<file path="src/rtl/ctc_pkg.sv">
`timescale 1ns / 1ps
// Shared types, constants and character helpers for the command token classifier.
// No dependencies; imported by every module of the block.
package ctc_pkg;

   // Message framing
   localparam int MAX_TOKENS     = 3;
   localparam int MAX_HEX_DIGITS = 4;

   localparam logic [7:0] CHAR_END   = 8'h00;
   localparam logic [7:0] CHAR_SPACE = 8'h20;
   localparam logic [7:0] CHAR_ZERO  = 8'h30;
   localparam logic [7:0] CHAR_NINE  = 8'h39;
   localparam logic [7:0] CHAR_A     = 8'h41;
   localparam logic [7:0] CHAR_F     = 8'h46;
   localparam logic [7:0] CHAR_X     = 8'h78;

   // Characters seen in the open token, saturating
   localparam int POS_W = 4;
   localparam logic [POS_W-1:0] POS_MAX = '1;

   // Token counter wide enough for MAX_TOKENS, never narrower than the 2-bit ports
   localparam int TOK_CLOG = $clog2(MAX_TOKENS + 1);
   localparam int TOK_W    = (TOK_CLOG > 2) ? TOK_CLOG : 2;

   localparam int NUM_KW  = 3;
   localparam int VALUE_W = 16;

   // Result queue between front and back
   localparam int Q_DEPTH = 2;
   localparam int Q_PTR_W = $clog2(Q_DEPTH);
   localparam int Q_CNT_W = $clog2(Q_DEPTH + 1);

   localparam int REQ_TDATA_W = 8;
   localparam int RSP_TDATA_W = 24;
   localparam int RSP_TUSER_W = 3;

   typedef enum logic [1:0] {
      KIND_KEYWORD = 2'd0,
      KIND_NUMBER  = 2'd1,
      KIND_STRING  = 2'd2
   } token_kind_type;

   typedef enum logic [1:0] {
      KW_LOAD  = 2'd0,
      KW_STORE = 2'd1,
      KW_RESET = 2'd2
   } kw_code_type;

   typedef struct packed {
      logic                 token_valid;
      logic [1:0]           token_index;
      token_kind_type       token_kind;
      kw_code_type          keyword_code;
      logic [VALUE_W-1:0]   number_value;
      logic                 message_end;
      logic [1:0]           token_count;
   } result_type;

   function automatic logic [POS_W-1:0] kw_len(input kw_code_type k);
      case (k)
         KW_LOAD:  kw_len = POS_W'(4);
         KW_STORE: kw_len = POS_W'(5);
         KW_RESET: kw_len = POS_W'(5);
         default:  kw_len = '0;
      endcase
   endfunction

   // Character of keyword k at position p, 0 past its end
   function automatic logic [7:0] kw_char(input kw_code_type k, input logic [POS_W-1:0] p);
      logic [7:0] ch;
      ch = 8'h00;
      case (k)
         KW_LOAD: begin
            case (p)
               POS_W'(0): ch = "l";
               POS_W'(1): ch = "o";
               POS_W'(2): ch = "a";
               POS_W'(3): ch = "d";
               default:   ch = 8'h00;
            endcase
         end
         KW_STORE: begin
            case (p)
               POS_W'(0): ch = "s";
               POS_W'(1): ch = "t";
               POS_W'(2): ch = "o";
               POS_W'(3): ch = "r";
               POS_W'(4): ch = "e";
               default:   ch = 8'h00;
            endcase
         end
         KW_RESET: begin
            case (p)
               POS_W'(0): ch = "r";
               POS_W'(1): ch = "e";
               POS_W'(2): ch = "s";
               POS_W'(3): ch = "e";
               POS_W'(4): ch = "t";
               default:   ch = 8'h00;
            endcase
         end
         default: ch = 8'h00;
      endcase
      kw_char = ch;
   endfunction

   // {is_hex_digit, nibble} for uppercase hex
   function automatic logic [4:0] hex_nibble(input logic [7:0] c);
      logic [7:0] d;
      d = 8'h00;
      if (c >= CHAR_ZERO && c <= CHAR_NINE) begin
         d = c - CHAR_ZERO;
         hex_nibble = {1'b1, d[3:0]};
      end else if (c >= CHAR_A && c <= CHAR_F) begin
         d = c - CHAR_A + 8'd10;
         hex_nibble = {1'b1, d[3:0]};
      end else begin
         hex_nibble = {1'b0, d[3:0]};
      end
   endfunction

endpackage

</file>
<file path="src/rtl/ctc_front.sv">
`timescale 1ns / 1ps
// Front end: takes one character per transaction, tracks token state and
// classifies tokens as they close. Depends on ctc_pkg.
module ctc_front (
   input  logic                            clock,
   input  logic                            reset,
   input  logic                            req_tvalid,
   output logic                            req_tready,
   input  logic [ctc_pkg::REQ_TDATA_W-1:0] req_tdata,
   input  logic                            q_ready,
   output logic                            q_push,
   output ctc_pkg::result_type             q_data
);
   import ctc_pkg::*;

   logic                 inside_ff, inside_in;
   logic [TOK_W-1:0]     tokens_ff, tokens_in;
   logic                 ignore_ff, ignore_in;
   logic [POS_W-1:0]     pos_ff, pos_in;
   logic [NUM_KW-1:0]    cand_ff, cand_in;
   logic [VALUE_W-1:0]   acc_ff, acc_in;
   logic                 hexok_ff, hexok_in;

   logic                 accept;
   logic [7:0]           c;
   logic                 is_end, is_space;

   // take-character datapath, from either the open token or a fresh one
   logic [POS_W-1:0]     base_pos;
   logic [NUM_KW-1:0]    base_cand;
   logic [VALUE_W-1:0]   base_acc;
   logic                 base_hexok;
   logic [NUM_KW-1:0]    take_cand;
   logic [VALUE_W-1:0]   take_acc;
   logic                 take_hexok;
   logic [POS_W-1:0]     take_pos;
   logic [POS_W:0]       digit_idx;
   logic [4:0]           nib;

   result_type           close_rec;
   logic                 at_limit;

   assign req_tready = q_ready;
   assign accept     = req_tvalid & req_tready;
   assign c          = req_tdata;
   assign is_end     = (c == CHAR_END);
   assign is_space   = (c == CHAR_SPACE);
   assign at_limit   = (tokens_ff >= TOK_W'(MAX_TOKENS));

   always_comb begin
      base_pos   = inside_ff ? pos_ff   : '0;
      base_cand  = inside_ff ? cand_ff  : '1;
      base_acc   = inside_ff ? acc_ff   : '0;
      base_hexok = inside_ff ? hexok_ff : 1'b1;

      take_cand = base_cand;
      for (int k = 0; k < NUM_KW; k++) begin
         if (base_pos >= kw_len(kw_code_type'(k)) || kw_char(kw_code_type'(k), base_pos) != c)
            take_cand[k] = 1'b0;
      end

      take_hexok = base_hexok;
      take_acc   = base_acc;
      digit_idx  = {1'b0, base_pos} - (POS_W+1)'(2);
      nib        = hex_nibble(c);
      if (base_pos == POS_W'(0)) begin
         if (c != CHAR_ZERO) take_hexok = 1'b0;
      end else if (base_pos == POS_W'(1)) begin
         if (c != CHAR_X) take_hexok = 1'b0;
      end else if (base_pos == POS_MAX || digit_idx >= (POS_W+1)'(MAX_HEX_DIGITS)) begin
         take_hexok = 1'b0;
      end else begin
         if (!nib[4]) take_hexok = 1'b0;
         if (take_hexok) take_acc = {base_acc[VALUE_W-5:0], nib[3:0]};
      end

      take_pos = (base_pos == POS_MAX) ? base_pos : base_pos + 1'b1;
   end

   // classification of the open token
   always_comb begin
      close_rec              = '0;
      close_rec.token_valid  = 1'b1;
      close_rec.token_index  = 2'(tokens_ff - 1'b1);
      close_rec.token_kind   = KIND_STRING;
      close_rec.keyword_code = KW_LOAD;
      close_rec.token_count  = tokens_ff[1:0];
      for (int k = 0; k < NUM_KW; k++) begin
         if (cand_ff[k] && pos_ff == kw_len(kw_code_type'(k))) begin
            close_rec.token_kind   = KIND_KEYWORD;
            close_rec.keyword_code = kw_code_type'(k);
         end
      end
      if (close_rec.token_kind != KIND_KEYWORD && hexok_ff && pos_ff >= POS_W'(3)) begin
         close_rec.token_kind   = KIND_NUMBER;
         close_rec.number_value = acc_ff;
      end
   end

   always_comb begin
      inside_in = inside_ff;
      tokens_in = tokens_ff;
      ignore_in = ignore_ff;
      pos_in    = pos_ff;
      cand_in   = cand_ff;
      acc_in    = acc_ff;
      hexok_in  = hexok_ff;
      q_push    = 1'b0;
      q_data    = '0;

      if (accept) begin
         if (is_end) begin
            q_push = 1'b1;
            if (inside_ff) q_data = close_rec;
            q_data.message_end = 1'b1;
            q_data.token_count = tokens_ff[1:0];
            inside_in = 1'b0;
            tokens_in = '0;
            ignore_in = 1'b0;
            pos_in    = '0;
            cand_in   = '1;
            acc_in    = '0;
            hexok_in  = 1'b1;
         end else if (inside_ff) begin
            if (is_space) begin
               q_push    = 1'b1;
               q_data    = close_rec;
               inside_in = 1'b0;
               if (at_limit) ignore_in = 1'b1;
            end else begin
               pos_in   = take_pos;
               cand_in  = take_cand;
               acc_in   = take_acc;
               hexok_in = take_hexok;
            end
         end else if (!(ignore_ff || at_limit || is_space)) begin
            tokens_in = tokens_ff + 1'b1;
            inside_in = 1'b1;
            pos_in    = take_pos;
            cand_in   = take_cand;
            acc_in    = take_acc;
            hexok_in  = take_hexok;
         end
      end
   end

   always_ff @(posedge clock) begin
      if (reset) begin
         inside_ff <= 1'b0;
         tokens_ff <= '0;
         ignore_ff <= 1'b0;
         pos_ff    <= '0;
         cand_ff   <= '1;
         acc_ff    <= '0;
         hexok_ff  <= 1'b1;
      end else begin
         inside_ff <= inside_in;
         tokens_ff <= tokens_in;
         ignore_ff <= ignore_in;
         pos_ff    <= pos_in;
         cand_ff   <= cand_in;
         acc_ff    <= acc_in;
         hexok_ff  <= hexok_in;
      end
   end

endmodule

</file>
<file path="src/rtl/ctc_queue.sv">
`timescale 1ns / 1ps
// Short result queue between front and back end.
// Depends on ctc_pkg.
module ctc_queue (
   input  logic                clock,
   input  logic                reset,
   input  logic                push,
   input  ctc_pkg::result_type push_data,
   output logic                push_ready,
   input  logic                pop,
   output logic                pop_valid,
   output ctc_pkg::result_type pop_data
);
   import ctc_pkg::*;

   result_type           slot_ff [Q_DEPTH];
   logic [Q_PTR_W-1:0]   wr_ptr_ff, wr_ptr_in;
   logic [Q_PTR_W-1:0]   rd_ptr_ff, rd_ptr_in;
   logic [Q_CNT_W-1:0]   count_ff, count_in;
   logic                 do_push, do_pop;

   assign push_ready = (count_ff != Q_CNT_W'(Q_DEPTH));
   assign pop_valid  = (count_ff != '0);
   assign pop_data   = slot_ff[rd_ptr_ff];
   assign do_push    = push & push_ready;
   assign do_pop     = pop & pop_valid;

   always_comb begin
      wr_ptr_in = wr_ptr_ff;
      rd_ptr_in = rd_ptr_ff;
      count_in  = count_ff;
      if (do_push)
         wr_ptr_in = (wr_ptr_ff == Q_PTR_W'(Q_DEPTH-1)) ? '0 : wr_ptr_ff + 1'b1;
      if (do_pop)
         rd_ptr_in = (rd_ptr_ff == Q_PTR_W'(Q_DEPTH-1)) ? '0 : rd_ptr_ff + 1'b1;
      if (do_push && !do_pop)
         count_in = count_ff + 1'b1;
      else if (do_pop && !do_push)
         count_in = count_ff - 1'b1;
   end

   always_ff @(posedge clock) begin
      if (reset) begin
         wr_ptr_ff <= '0;
         rd_ptr_ff <= '0;
         count_ff  <= '0;
      end else begin
         wr_ptr_ff <= wr_ptr_in;
         rd_ptr_ff <= rd_ptr_in;
         count_ff  <= count_in;
      end
   end

   always_ff @(posedge clock) begin
      if (do_push) slot_ff[wr_ptr_ff] <= push_data;
   end

endmodule

</file>
<file path="src/rtl/ctc_back.sv">
`timescale 1ns / 1ps
// Back end: pulls classified results from the queue into the output register
// and drives the result stream. Depends on ctc_pkg.
module ctc_back (
   input  logic                            clock,
   input  logic                            reset,
   input  logic                            q_valid,
   input  ctc_pkg::result_type             q_data,
   output logic                            q_pop,
   output logic                            rsp_tvalid,
   input  logic                            rsp_tready,
   output logic [ctc_pkg::RSP_TDATA_W-1:0] rsp_tdata,
   output logic [ctc_pkg::RSP_TUSER_W-1:0] rsp_tuser,
   output logic                            rsp_tlast
);
   import ctc_pkg::*;

   logic        out_valid_ff, out_valid_in;
   result_type  out_ff;

   // refill whenever the queue holds a result and the register is empty or being drained this cycle
   assign q_pop        = q_valid & (~out_valid_ff | rsp_tready);
   assign out_valid_in = q_pop | (out_valid_ff & ~rsp_tready);

   always_ff @(posedge clock) begin
      if (reset) out_valid_ff <= 1'b0;
      else       out_valid_ff <= out_valid_in;
   end

   always_ff @(posedge clock) begin
      if (q_pop) out_ff <= q_data;
   end

   assign rsp_tvalid = out_valid_ff;
   assign rsp_tlast  = out_ff.message_end;
   assign rsp_tuser  = {out_ff.token_kind, out_ff.token_valid};
   assign rsp_tdata  = {2'b00, out_ff.token_count, out_ff.number_value,
                        out_ff.keyword_code, out_ff.token_index};

endmodule

</file>
<file path="src/rtl/command_token_classifier.sv">
`timescale 1ns / 1ps
// Top level of the command token classifier: front end, result queue, back end.
// Depends on ctc_pkg, ctc_front, ctc_queue and ctc_back.

// Splits a command message, one character per request transaction, into
// space-separated tokens (byte 0 ends the message; only the first three tokens
// count, later characters up to the end byte are dropped). Each closing token
// yields one response transaction with its index and kind: keyword (load,
// store, reset), number ("0x" plus one to four uppercase hex digits) or string.
// The end byte always yields a response with tlast set and the token count, and
// then clears all message state. Characters are taken one per cycle with no
// bubbles while the queue has room. The front end and back end are decoupled
// by a two-entry result queue plus the output register, which each response
// passes through in that order, so a stalled response port only stops character
// intake once both are full. No configuration and no clearing pass after reset.
module command_token_classifier (
   input  logic                            clock,
   input  logic                            reset,
   // request stream
   input  logic                            req_tvalid,
   output logic                            req_tready,
   input  logic [ctc_pkg::REQ_TDATA_W-1:0] req_tdata,  // [7:0] char_in
   // response stream
   output logic                            rsp_tvalid,
   input  logic                            rsp_tready,
   output logic [ctc_pkg::RSP_TDATA_W-1:0] rsp_tdata,  // [1:0] token_index,
                                                       // [3:2] keyword_code,
                                                       // [19:4] number_value,
                                                       // [21:20] token_count
   output logic [ctc_pkg::RSP_TUSER_W-1:0] rsp_tuser,  // [0] token_valid,
                                                       // [2:1] token_kind
   output logic                            rsp_tlast   // message_end
);
   import ctc_pkg::*;

   logic        q_ready;   // queue has room
   logic        q_push;    // front end closes a token or sees the end byte
   result_type  q_wdata;
   logic        q_valid;
   logic        q_pop;
   result_type  q_rdata;

   // tokenizer and classifier, one character per transaction
   ctc_front u_front (
      .clock      (clock),
      .reset      (reset),
      .req_tvalid (req_tvalid),
      .req_tready (req_tready),
      .req_tdata  (req_tdata),
      .q_ready    (q_ready),
      .q_push     (q_push),
      .q_data     (q_wdata)
   );

   // decoupling queue
   ctc_queue u_queue (
      .clock      (clock),
      .reset      (reset),
      .push       (q_push),
      .push_data  (q_wdata),
      .push_ready (q_ready),
      .pop        (q_pop),
      .pop_valid  (q_valid),
      .pop_data   (q_rdata)
   );

   // output register and stream packing
   ctc_back u_back (
      .clock      (clock),
      .reset      (reset),
      .q_valid    (q_valid),
      .q_data     (q_rdata),
      .q_pop      (q_pop),
      .rsp_tvalid (rsp_tvalid),
      .rsp_tready (rsp_tready),
      .rsp_tdata  (rsp_tdata),
      .rsp_tuser  (rsp_tuser),
      .rsp_tlast  (rsp_tlast)
   );

endmodule
</file>
<file path="config.mk">
export PLATFORM = sky130hd
export DESIGN_NAME = command_token_classifier
export DESIGN_NICKNAME = d
export VERILOG_FILES = /design/src/rtl/ctc_pkg.sv /design/src/rtl/ctc_front.sv /design/src/rtl/ctc_queue.sv /design/src/rtl/ctc_back.sv /design/src/rtl/command_token_classifier.sv
export SDC_FILE = /design/constraint.sdc
export NUM_CORES = 1
export LEC_CHECK = 0
export BUFFER_PORTS_ARGS = -buffer_cell sky130_fd_sc_hd__buf_2
export CORE_AREA = 2 2 101 103
export DETAILED_ROUTE_END_ITERATION = 6
export DIE_AREA = 0 0 103 105
export PLACE_DENSITY = 0.83
export SYNTH_ARGS = -nofsm -noshare
export SYNTH_HDL_FRONTEND = slang
export SYNTH_HIERARCHICAL = 1
export SYNTH_SLANG_ARGS = --single-unit
</file>
<file path="constraint.sdc">
create_clock -name clock -period 2.8 [get_ports clock]
set_clock_uncertainty 0.15 [all_clocks]
set_input_delay 0.14 -clock clock [delete_from_list [all_inputs] [get_ports clock]]
set_output_delay 0.14 -clock clock [all_outputs]
set_load 0.1 [all_outputs]
</file>
==> run metrics <==
number of global-route vias before repair=3242; # clock sinks=112; async set-reset flop share out of synthesis=0%; area taken by multi-input logic gates=1930 sq um; CTS tree=done; Yosys cell types=79; area of the mapped netlist=5150 sq um; synthesis-to-layout area growth=12.0%; register area=3020 sq um; nets@finish=468; WP data required=2.96 ns; FILL cells=772; antenna-violating nets left=0; fin crit period=2.58 ns; number of synthesized flops with an enable pin=78; Rows=36; leak pwr=0.00210 uW; diode count=0; CTS clk-pin slew, worst paths=0.11 ns; layout cells sized above 1=27.4%; total track usage=19.0%; Synth Area per Inst=12.7 sq um; VDD IR max=0.347 mV; DIE AREA=10800 sq um; Die X=103 um; CP bufs+invs=0; die span in y=105 um; starting density of the core=53.4%; critical path startpoint category=flop; actual slew at the worst max-slew pin=0.664 ns; largest net degree at the start of global routing=27; peak per-stage delay on the critical path=0.67 ns; number of cells on the critical path=5; synthesized flop and latch total=112; Max H-tree Level=3; HP Start=reset; Final Slew Violations=0; WHS=0.0805 ns; Critical-path top delay cell=a2111oi_1; # DRC=0; M1 WL=4.22 mm; Reg2Reg Launch Point=u_front/pos_ff[2]$_SDFFE_PP0P_; CTS root buffer=clkbuf_8; worst setup path endpoint=u_front/cand_ff[1]$_SDFFE_PP1P_; period utilization=92.1%; RSZ-0062 raised after global routing=false; 1st-pass router iterations=5; Skew-Pair Late Insertion Delay=0.36 ns; Most used DFF post-synth=edfxtp_1; status=complete, no violations; Syn. warnings=6; metal2 WL=4.75 mm; total grt overflow=0; Starting DRT DRC Count=303; WL met3=607 um; Boundary Pins=42; final wirelength=9.74 mm; Highest Clock Rate=388 MHz; Setup-failing EPs final=0; total vias in the final route=3433; max layer used=met4; CP endpoint kind=flop; slew margin rel.=55.6%; Final Core Density=59.8%; CP Cell Sequence=nor3_1 -> nand4_1 -> a221o_1 -> a2111oi_1 -> a31o_2; first-pass GRT wire length=16.2 mm; delay-heaviest family, CP=compound AO/OA/AOI/OAI gates; I/O Buffers=39; setup tns final=0 ns; clk buf depth=2; Total Power=2910 uW; initial antenna violation count=0; placed wire-length estimate=6.68 mm; Crit Path Class=flop to flop; Mapped Cells=407; max-cap violation count=0; Final Hold Vio Count=0; gpl congestion=1.03; r2r setup slk=0.22 ns; Hold WC Path Type=primary input to flop; worst path arrival time=2.73 ns; CTS Buf Count=9; r2r worst-path depth=5; PwrDens=505 nW/um^2; core area=9640 sq um; pre-CTS WS=0.191 ns; worst-path fanout max=10; Worst R2R End=u_front/cand_ff[1]$_SDFFE_PP1P_; vias per cell=5.83; final worst setup slack=0.222 ns; Hold Path Stages=2; sequential area share after synthesis=58.7%; Critical path origin=u_front/pos_ff[2]$_SDFFE_PP0P_; average wire per standard cell=16.5 um
[routing by layer]
layer / track usage (%) / vias up
met4: 5.45 / 0
met3: 3.41 / 17
met2: 29.9 / 135
met1: 26.9 / 1652
li1: - / 1629
met5: 0 / -
[flip-flops by register name, summed over array words and instances, names as in the netlist, named ones only]
signal,flops
u_back/rsp_tlast,1
u_back/rsp_tuser,3
u_back/rsp_tdata,22
u_front/hexok_ff,1
u_queue/rd_ptr_ff,1
u_front/tokens_ff,2
u_front/pos_ff,4
u_queue/count_ff,2
u_front/cand_ff,3
u_queue/slot_ff,52
u_front/inside_ff,1
u_back/rsp_tvalid,1
u_front/ignore_ff,1
u_queue/wr_ptr_ff,1
u_front/acc_ff,16
[layout make-up]
class | count | share of cell area [%]
inverter | 12 | 0.781
sequential | 112 | 52.4
clock buffer | 9 | 2.15
clock inverter | 7 | 1.39
multi-input combinational | 256 | 33.6
timing repair buffer | 60 | 6.81
tap | 133 | 2.89
[timing repair]
action,in CTS,in global routing
buffers inserted,0,0
hold buffers,1,0
resized for setup,0,1
setup endpoints to repair,0,1
endpoints found under the hold margin,1,0
[cells in the final DEF (no fill, tap or decap), types with 4 or more instances in the layout]
master,Yosys,layout
edfxtp_1,78,78
buf_2,8,39
dfxtp_1,34,34
nor2_1,27,27
mux2_2,27,27
and2_1,21,21
buf_4,5,17
a22o_1,14,14
nand2_1,13,13
a21oi_1,12,12
o21ai_0,11,11
clkbuf_8,0,9
inv_1,9,9
nor3_1,7,7
xnor2_1,6,6
or3_1,6,6
nor3b_1,5,5
ha_1,5,5
nor2b_1,4,4
a211oi_1,4,4
and3_1,5,4
nand4_1,4,4
o211ai_1,4,4
xor2_1,4,4
[synthesized netlist by cell type (6+ instances only)]
library cell,number,share of area (%)
nor3_1,7,0.68
nor2_1,27,2.0
nand2_1,13,0.95
xnor2_1,6,1.0
buf_2,8,0.78
dfxtp_1,34,13
edfxtp_1,78,45
clkbuf_1,10,0.73
and2_1,21,2.6
or3_1,6,0.73
a22o_1,14,2.4
inv_1,9,0.66
a21oi_1,12,1.2
o21ai_0,11,1.1
mux2_2,27,5.9
[where the power goes]
group          internal [uW]  leakage (uW)  switching (uW)  total (uW)
logic                   74.5      0.000998             134         209
clock network            360     0.0000998             569         929
registers               1760      0.000998            16.1        1770
[logic make-up after synthesis]
logic type / count (synthesis) / share of synthesized area [%]
AOI/OAI and AO/OA: 92 / 14.0
xor gates and xnor gates: 10 / 1.70
adders and majority gates: 5 / 1.22
buffers and inverters: 40 / 3.84
DFF: 112 / 58.7
muxes: 29 / 6.29
other: 1 / 0.0728
and+or+nand+nor: 118 / 14.1
[worst min-delay path by stage]
stage                                         to
finish                                      flop
global route        u_back/rsp_tvalid$_SDFF_PP0_
CTS                                         flop
detailed placement  u_back/rsp_tvalid$_SDFF_PP0_
global placement    u_back/rsp_tvalid$_SDFF_PP0_
floorplan           u_back/rsp_tvalid$_SDFF_PP0_
[stage by stage]
step                      instances  cell area [sq um]
after floorplan                 408               5150
after global placement          572               5550
after detailed placement        572               5550
after CTS                       589               5760
after global routing            589               5770
final                           589               5770
Power figures use the tool's default switching activity.
